File: src/sv/lkvc_pkg.sv
// Shared constants and types for the LRU key-value cache.
package lkvc_pkg;

    // Widths of the request and response fields at the ports
    localparam int KEY_W   = 32;
    localparam int VALUE_W = 32;
    localparam int OUT_W   = 32;

    // Defaults for the top-level parameters
    localparam int DEF_ENTRIES    = 8;
    localparam int DEF_KEY_BITS   = 32;
    localparam int DEF_VALUE_BITS = 32;

    // Request modes
    localparam logic MODE_SET = 1'b0;
    localparam logic MODE_GET = 1'b1;

    // Control broadcast to every cell in the row
    typedef struct packed {
        logic en;      // request is being resolved this cycle
        logic is_set;  // set request: cells may shift
    } t_cell_ctl;

endpackage

File: src/sv/lkvc_cell.sv
// One slot of the recency-ordered row: holds a key/value pair and matches it.
module lkvc_cell #(
    parameter int KEY_BITS   = lkvc_pkg::DEF_KEY_BITS,
    parameter int VALUE_BITS = lkvc_pkg::DEF_VALUE_BITS
) (
    input  logic                    i_clk,
    input  logic                    i_rst_n,
    input  lkvc_pkg::t_cell_ctl     i_ctl,
    input  logic [KEY_BITS-1:0]     i_search_key,
    // contents of the neighbor in front (or the new pair for the first cell)
    input  logic [KEY_BITS-1:0]     i_nb_key,
    input  logic [VALUE_BITS-1:0]   i_nb_value,
    input  logic                    i_nb_valid,
    // match seen in a cell further to the front
    input  logic                    i_hit,
    input  logic [VALUE_BITS-1:0]   i_value_acc,
    output logic [KEY_BITS-1:0]     o_key,
    output logic [VALUE_BITS-1:0]   o_value,
    output logic                    o_valid,
    output logic                    o_hit,
    output logic [VALUE_BITS-1:0]   o_value_acc
);

    logic [KEY_BITS-1:0]   r_key;
    logic [VALUE_BITS-1:0] r_value;
    logic                  r_valid;
    logic                  w_match;
    logic                  w_shift;

    assign w_match = r_valid && (r_key == i_search_key);
    // On a set, cells up to and including the hit slot move back; a set miss moves them all.
    assign w_shift = i_ctl.en && i_ctl.is_set && !i_hit;

    always_ff @(posedge i_clk) begin
        if (!i_rst_n) begin
            r_valid <= 1'b0;
        end else if (w_shift) begin
            r_valid <= i_nb_valid;
        end
    end

    always_ff @(posedge i_clk) begin
        if (w_shift) begin
            r_key   <= i_nb_key;
            r_value <= i_nb_value;
        end
    end

    assign o_key       = r_key;
    assign o_value     = r_value;
    assign o_valid     = r_valid;
    assign o_hit       = i_hit | w_match;
    // At most one slot holds a given key, so OR-ing is a select.
    assign o_value_acc = i_value_acc |
                         ((w_match && !i_ctl.is_set) ? r_value : '0);

endmodule

File: src/sv/lru_key_value_cache.sv
// Top level of the LRU key-value cache: request capture, cell row, response register.
//
// Fully associative store of ENTRIES key/value slots in recency order, built as a
// row of cells. A request is first captured in the request registers; then the row
// matches the key in every cell, ripples the hit down the row and, on a set, shifts
// the cells in front of the hit (or all of them on a miss) back by one while the
// new pair enters the first cell. The response lands in an output register, so
// the next request is taken while it waits; resolution stalls only when that
// register is still full. Set returns found = key was present and value_out = 0;
// get returns found and the stored value (0 on a miss) without reordering.
module lru_key_value_cache #(
    parameter int ENTRIES    = lkvc_pkg::DEF_ENTRIES,
    parameter int KEY_BITS   = lkvc_pkg::DEF_KEY_BITS,
    parameter int VALUE_BITS = lkvc_pkg::DEF_VALUE_BITS
) (
    input  logic                              i_clk,
    input  logic                              i_rst_n,
    input  logic                              i_valid,
    output logic                              o_ready,
    input  logic                              i_mode,
    input  logic signed [lkvc_pkg::KEY_W-1:0] i_key,
    input  logic [lkvc_pkg::VALUE_W-1:0]      i_value_in,
    output logic                              o_valid,
    input  logic                              i_ready,
    output logic                              o_found,
    output logic [lkvc_pkg::OUT_W-1:0]        o_value_out
);

    logic                              r_busy;
    logic                              r_mode;
    logic [lkvc_pkg::KEY_W-1:0]        r_key;
    logic [lkvc_pkg::VALUE_W-1:0]      r_value;
    logic                              r_out_valid;
    logic                              r_found;
    logic [lkvc_pkg::OUT_W-1:0]        r_value_out;

    logic                              w_exec;
    logic [KEY_BITS-1:0]               w_key;
    logic [VALUE_BITS-1:0]             w_value;
    logic [lkvc_pkg::OUT_W-1:0]        w_value_out;
    lkvc_pkg::t_cell_ctl               w_ctl;

    logic [KEY_BITS-1:0]               w_key_ch   [0:ENTRIES];
    logic [VALUE_BITS-1:0]             w_value_ch [0:ENTRIES];
    logic                              w_valid_ch [0:ENTRIES];
    logic                              w_hit_ch   [0:ENTRIES];
    logic [VALUE_BITS-1:0]             w_acc_ch   [0:ENTRIES];

    assign o_ready = !r_busy;
    assign w_exec  = r_busy && (!r_out_valid || i_ready);

    // Fit request fields to the stored widths (key is signed: sign-extend)
    generate
        if (KEY_BITS <= lkvc_pkg::KEY_W) begin : g_key_trunc
            assign w_key = r_key[KEY_BITS-1:0];
        end else begin : g_key_ext
            assign w_key = {{(KEY_BITS-lkvc_pkg::KEY_W){r_key[lkvc_pkg::KEY_W-1]}}, r_key};
        end
        if (VALUE_BITS <= lkvc_pkg::VALUE_W) begin : g_val_trunc
            assign w_value = r_value[VALUE_BITS-1:0];
        end else begin : g_val_ext
            assign w_value = {{(VALUE_BITS-lkvc_pkg::VALUE_W){1'b0}}, r_value};
        end
        if (VALUE_BITS >= lkvc_pkg::OUT_W) begin : g_out_trunc
            assign w_value_out = w_acc_ch[ENTRIES][lkvc_pkg::OUT_W-1:0];
        end else begin : g_out_ext
            assign w_value_out = {{(lkvc_pkg::OUT_W-VALUE_BITS){1'b0}}, w_acc_ch[ENTRIES]};
        end
    endgenerate

    assign w_ctl.en     = w_exec;
    assign w_ctl.is_set = (r_mode == lkvc_pkg::MODE_SET);

    // First cell is fed the new pair
    assign w_key_ch[0]   = w_key;
    assign w_value_ch[0] = w_value;
    assign w_valid_ch[0] = 1'b1;
    assign w_hit_ch[0]   = 1'b0;
    assign w_acc_ch[0]   = '0;

    generate
        for (genvar g = 0; g < ENTRIES; g++) begin : g_cell
            lkvc_cell #(
                .KEY_BITS   (KEY_BITS),
                .VALUE_BITS (VALUE_BITS)
            ) u_cell (
                .i_clk        (i_clk),
                .i_rst_n      (i_rst_n),
                .i_ctl        (w_ctl),
                .i_search_key (w_key),
                .i_nb_key     (w_key_ch[g]),
                .i_nb_value   (w_value_ch[g]),
                .i_nb_valid   (w_valid_ch[g]),
                .i_hit        (w_hit_ch[g]),
                .i_value_acc  (w_acc_ch[g]),
                .o_key        (w_key_ch[g+1]),
                .o_value      (w_value_ch[g+1]),
                .o_valid      (w_valid_ch[g+1]),
                .o_hit        (w_hit_ch[g+1]),
                .o_value_acc  (w_acc_ch[g+1])
            );
        end
    endgenerate

    always_ff @(posedge i_clk) begin
        if (!i_rst_n) begin
            r_busy      <= 1'b0;
            r_out_valid <= 1'b0;
        end else begin
            if (i_valid && o_ready) begin
                r_busy <= 1'b1;
            end else if (w_exec) begin
                r_busy <= 1'b0;
            end
            if (w_exec) begin
                r_out_valid <= 1'b1;
            end else if (i_ready) begin
                r_out_valid <= 1'b0;
            end
        end
    end

    always_ff @(posedge i_clk) begin
        if (i_valid && o_ready) begin
            r_mode  <= i_mode;
            r_key   <= i_key;
            r_value <= i_value_in;
        end
        if (w_exec) begin
            r_found     <= w_hit_ch[ENTRIES];
            r_value_out <= w_value_out;
        end
    end

    assign o_valid     = r_out_valid;
    assign o_found     = r_found;
    assign o_value_out = r_value_out;

endmodule

File: config.mk
export PLATFORM = sky130hd
export DESIGN_NAME = lru_key_value_cache
export DESIGN_NICKNAME = d
export VERILOG_FILES = /design/src/sv/lkvc_pkg.sv /design/src/sv/lkvc_cell.sv /design/src/sv/lru_key_value_cache.sv
export SDC_FILE = /design/constraint.sdc
export NUM_CORES = 1
export LEC_CHECK = 0
export BUFFER_PORTS_ARGS = -buffer_cell sky130_fd_sc_hd__buf_2
export CORE_ASPECT_RATIO = 1.4
export CORE_MARGIN = 8
export CORE_UTILIZATION = 40
export CTS_BUF_LIST = sky130_fd_sc_hd__clkbuf_16
export DETAILED_ROUTE_END_ITERATION = 8
export GPL_TIMING_DRIVEN = 0
export SLEW_MARGIN = 20
export SYNTH_ARGS = -nofsm -noshare
export SYNTH_HDL_FRONTEND = slang
export SYNTH_SLANG_ARGS = --single-unit
File: constraint.sdc
create_clock -name i_clk -period 14.07 [get_ports i_clk]
set_input_delay 2.1105 -clock i_clk [delete_from_list [all_inputs] [get_ports i_clk]]
set_output_delay 2.1105 -clock i_clk [all_outputs]
set_load 0.1 [all_outputs]
==> parameters.txt <==
Parameter                              Value

Timing
  Period Utilization, post-route ... 34.9%
  Endpoints failing hold ... 0
  TNS Setup ... 0 ns
  Hold Slack ... approximately 0.41 ns
  RSZ-0062 raised after global routing ... no
  Worst-margin pin slew ... 1.06 ns
  Final Setup Violations ... 0
  Clock period minus worst slack ... between 4 and 5 ns
  Timing-limited maximum frequency ... 0.203 GHz
  Clk_skew ... between 0.03 and 0.04 ns
  Max-Slew Margin vs Limit ... 28.5%
  Number of max-slew violations in the final report ... 0

Drt
  Via density per instance ... 5.11
  Total via count in the routed design ... 11339
  Post-route DRC ... 0
  Initial detailed-routing violation count ... 784
  Wire length per cell ... around 23 um
  Sum of routed wire length over all layers ... 50.7 mm
  Number of antenna-violating nets in the routed design ... 0
  Detailed-routing iteration count for the pre-antenna-repair pass ... 5

Yosys
  Count of unique library cells instantiated by Yosys ... 36
  Number of nets produced by synthesis ... 1310
  Largest family of logic cells by synthesized area ... XOR/XNOR gates
  Most used flip-flop cell after synthesis ... sky130_fd_sc_hd__edfxtp_1
  Adder and majority cell fraction of the synthesized area ... 0%
  Simple-gate area share of the yosys netlist ... approximately 4.0%
  Synthesized area per cell ... between 15 and 20 um^2
  Synth Instances ... 1241
  Fraction of synthesis flops using an asynchronous set or reset pin ... 0%
  Xor and xnor fraction of the mapped netlist area ... 9.68%
  Post-Synthesis Cell Area ... roughly 23000 um^2
  Seq cells post-synth ... 620
  Number of synthesized flops with an enable pin ... 610
  Part of the Yosys area used for sequential elements ... approximately 80%
  Compound-cell area share of the yosys netlist ... 4.65%
  Number of warnings reported in the yosys synthesis log ... 0
  Mux cell area share after synthesis ... 0.216%

GRT
  Global route overflow ... 0
  Overall global routing resource usage ... 15.2%
  Via count of the first global-routing pass ... between 10000 and 15000
  Initial antenna violation count ... 0
  Pin count of the biggest net entering global routing ... 66
  Wire length of the first global-routing pass ... 74.5 mm

Critical path
  CP startpoint ... i_ready
  Delay-heaviest family, CP ... buffers and inverters
  Critical path's slowest cell ... sky130_fd_sc_hd__and2_4
  Data required time of the critical path ... 14.32 ns
  Reg-to-reg startpoint ... r_mode
  R2r worst-path depth ... 8
  Critical Path Start Type ... input port
  Path type of the worst setup path ... input port to flip-flop
  Cell-by-cell listing of the critical path ... buf_2 -> nand2b_1 -> and3_1 -> clkbuf_4 -> buf_12 -> nand4_4 -> inv_4 -> buf_16 -> and2_4
  Arrival time worst endpoint ... 5.16 ns
  Maximum fanout along the worst path ... 65
  End of the worst register-to-register path ... g_cell[4].u_cell.o_value[23]
  Worst-case register-to-register setup slack ... 9.93 ns
  Maximum single-stage delay on the critical path ... slightly below 0.9 ns
  Capturing element type of the critical path ... flip-flop
  Worst Path Buf+Inv ... 5

Place
  Post-place instance area ... approximately 25000 um^2
  Count of placed standard cells including taps ... 2113
  Port buffer count ... 103
  Post-DP HPWL ... 37.0 mm
  Final weighted congestion in routability-driven placement ... roughly 0.89

Job
  Max-capacitance violation count ... 0

Cells and area
  Design area ... 27000 um^2
  Share of layout cells above drive strength 1 ... about 18%
  Antenna diodes ... 0
  Cell Count, Final, Fillers Out ... 2220
  Final nets ... between 1500 and 2000
  Area Growth Syn to Fin ... 16.5%

Die
  Std-Cell Rows ... between 100 and 150
  Width of the die ... 219 um
  Core footprint ... roughly 57000 um^2
  Die span in y ... 301 um
  Starting Density ... approximately 40%
  Total Die Area ... about 66000 um^2
  # IOs ... about 100

Clock network
  CTS H-Tree Depth ... 2
  Buffers inserted during post-CTS setup optimization ... 0
  Clock tree from TritonCTS ... built
  TritonCTS Buffers ... 59
  Count of instances resized after the clock tree is built ... 0
  Buffer depth of the longest clock path ... 3
  Root cell of the clock tree ... sky130_fd_sc_hd__clkbuf_16
  Hold_buf cts ... 0
  Sink count of the clock tree ... 620
  Insertion delay to the later sink of the worst-skew pair ... 0.63 ns
  Clock input transition at the sequential cells of the worst setup and hold paths ... 0.06 ns

Worst hold path
  Class of the tightest hold or removal check ... flip-flop to flip-flop
  Cell depth of the worst hold path ... 0
  Origin of the worst min-delay path ... r_value[28]
  End of the worst hold path ... g_cell[0].u_cell.o_value[28]

Power and ir drop
  IR Drop Worst-Case VDD ... 0.0913 mV
  Power density over cell area ... 147 nW/um^2
  Static leakage ... 0.00888 uW

Status
  Status ... complete, no violations
-- kinds of logic (layout without fill, tap and decap cells) --
group | count (synthesis) | count (layout)
flip-flops | 620 | 620
multiplexers | 5 | 5
buffers and inverters | 65 | 302
AND/OR/NAND/NOR | 162 | 162
AO/OA/AOI/OAI | 133 | 133
XOR/XNOR | 256 | 256
-- synthesized netlist by cell type, drive strengths merged, types with 3 or more instances --
master,instances,area (um^2)
nand3,47,235
nor3,9,45.0
a22o,32,280
xor2,134,1170
dfxtp,10,200
nand4,33,221
a22oi,64,480
and3,3,18.8
nor2,7,36.3
nand2,14,52.6
edfxtp,610,18300
mux2i,5,50.1
a221oi,32,280
a21boi,3,22.5
inv,5,18.8
buf,38,240
or3,4,25.0
xnor2,122,1070
clkbuf,22,82.6
nor4,37,244
-- report_power, final --
part	switching [uW]	internal, uW	total (uW)
logic	163	67.3	230
clock network	679	910	1590
registers	35.0	2110	2150
-- metal layers --
metal | GRT usage (%) | share of wire, % | wire (um) | vias up
met2 | 28.4 | 55 | 27700 | 334
met4 | 7.29 | 4.8 | 2410 | 0
met3 | 2.69 | 5.2 | 2650 | 106
li1 | - | - | - | 5243
met1 | 16.3 | 35 | 17900 | 5656
met5 | 0 | 0 | 0 | -
-- sequential cells by signal (all words and copies together) (netlist names) --
name,count
o_valid,1
g_cell.u_cell.o_key,256
r_mode,1
o_value_out,32
r_busy,1
g_cell.u_cell.o_valid,8
r_value,32
g_cell.u_cell.o_value,256
o_found,1
r_key,32
-- cells in the final DEF (no fill, tap or decap), types with 10 or more instances in the layout --
cell,count
sky130_fd_sc_hd__edfxtp_1,610
sky130_fd_sc_hd__xor2_1,134
sky130_fd_sc_hd__buf_2,127
sky130_fd_sc_hd__xnor2_1,122
sky130_fd_sc_hd__a22oi_1,64
sky130_fd_sc_hd__clkbuf_16,59
sky130_fd_sc_hd__nand3_1,47
sky130_fd_sc_hd__nor4_1,35
sky130_fd_sc_hd__nand4_1,32
sky130_fd_sc_hd__a22o_1,32
sky130_fd_sc_hd__a221oi_1,32
sky130_fd_sc_hd__buf_4,22
sky130_fd_sc_hd__clkbuf_1,21
sky130_fd_sc_hd__clkinv_1,15
sky130_fd_sc_hd__nand2_1,14
sky130_fd_sc_hd__inv_1,10
sky130_fd_sc_hd__dfxtp_1,10
-- through the flow --
step	power [uW]	util [%]	setup slack [ns]
floorplan	2330	-	3.99
global route	4090	47.0	8.94
CTS	4020	47.0	9.12
finish	3970	47.0	9.15
global placement	2410	42.9	-1.17
detailed placement	2420	43.6	8.43
-- worst max path at each step --
stage | end | slack (ns) | depth (start not counted)
2_1_floorplan | g_cell[6].u_cell.o_valid | 3.99 | 6
3_3_place_gp | g_cell[6].u_cell.o_valid | -1.17 | 7
3_5_place_dp | g_cell[4].u_cell.o_value[17] | 8.43 | 9
4_1_cts | g_cell[4].u_cell.o_key[11] | 9.12 | 9
5_1_grt | g_cell[4].u_cell.o_value[23] | 8.94 | 9
6_report | g_cell[4].u_cell.o_value[23] | 9.15 | 9
-- cell type report --
type | instances | area (um^2)
buffer | 60 | 327
clock buffer | 59 | 1480
clock inverter | 48 | 470
fill | 4814 | 30400
inverter | 5 | 26.3
multi-input combinational | 556 | 4330
sequential | 620 | 18500
tap | 742 | 928
timing repair buffer | 130 | 916
Note: power is estimated with default switching activity, not from simulation.
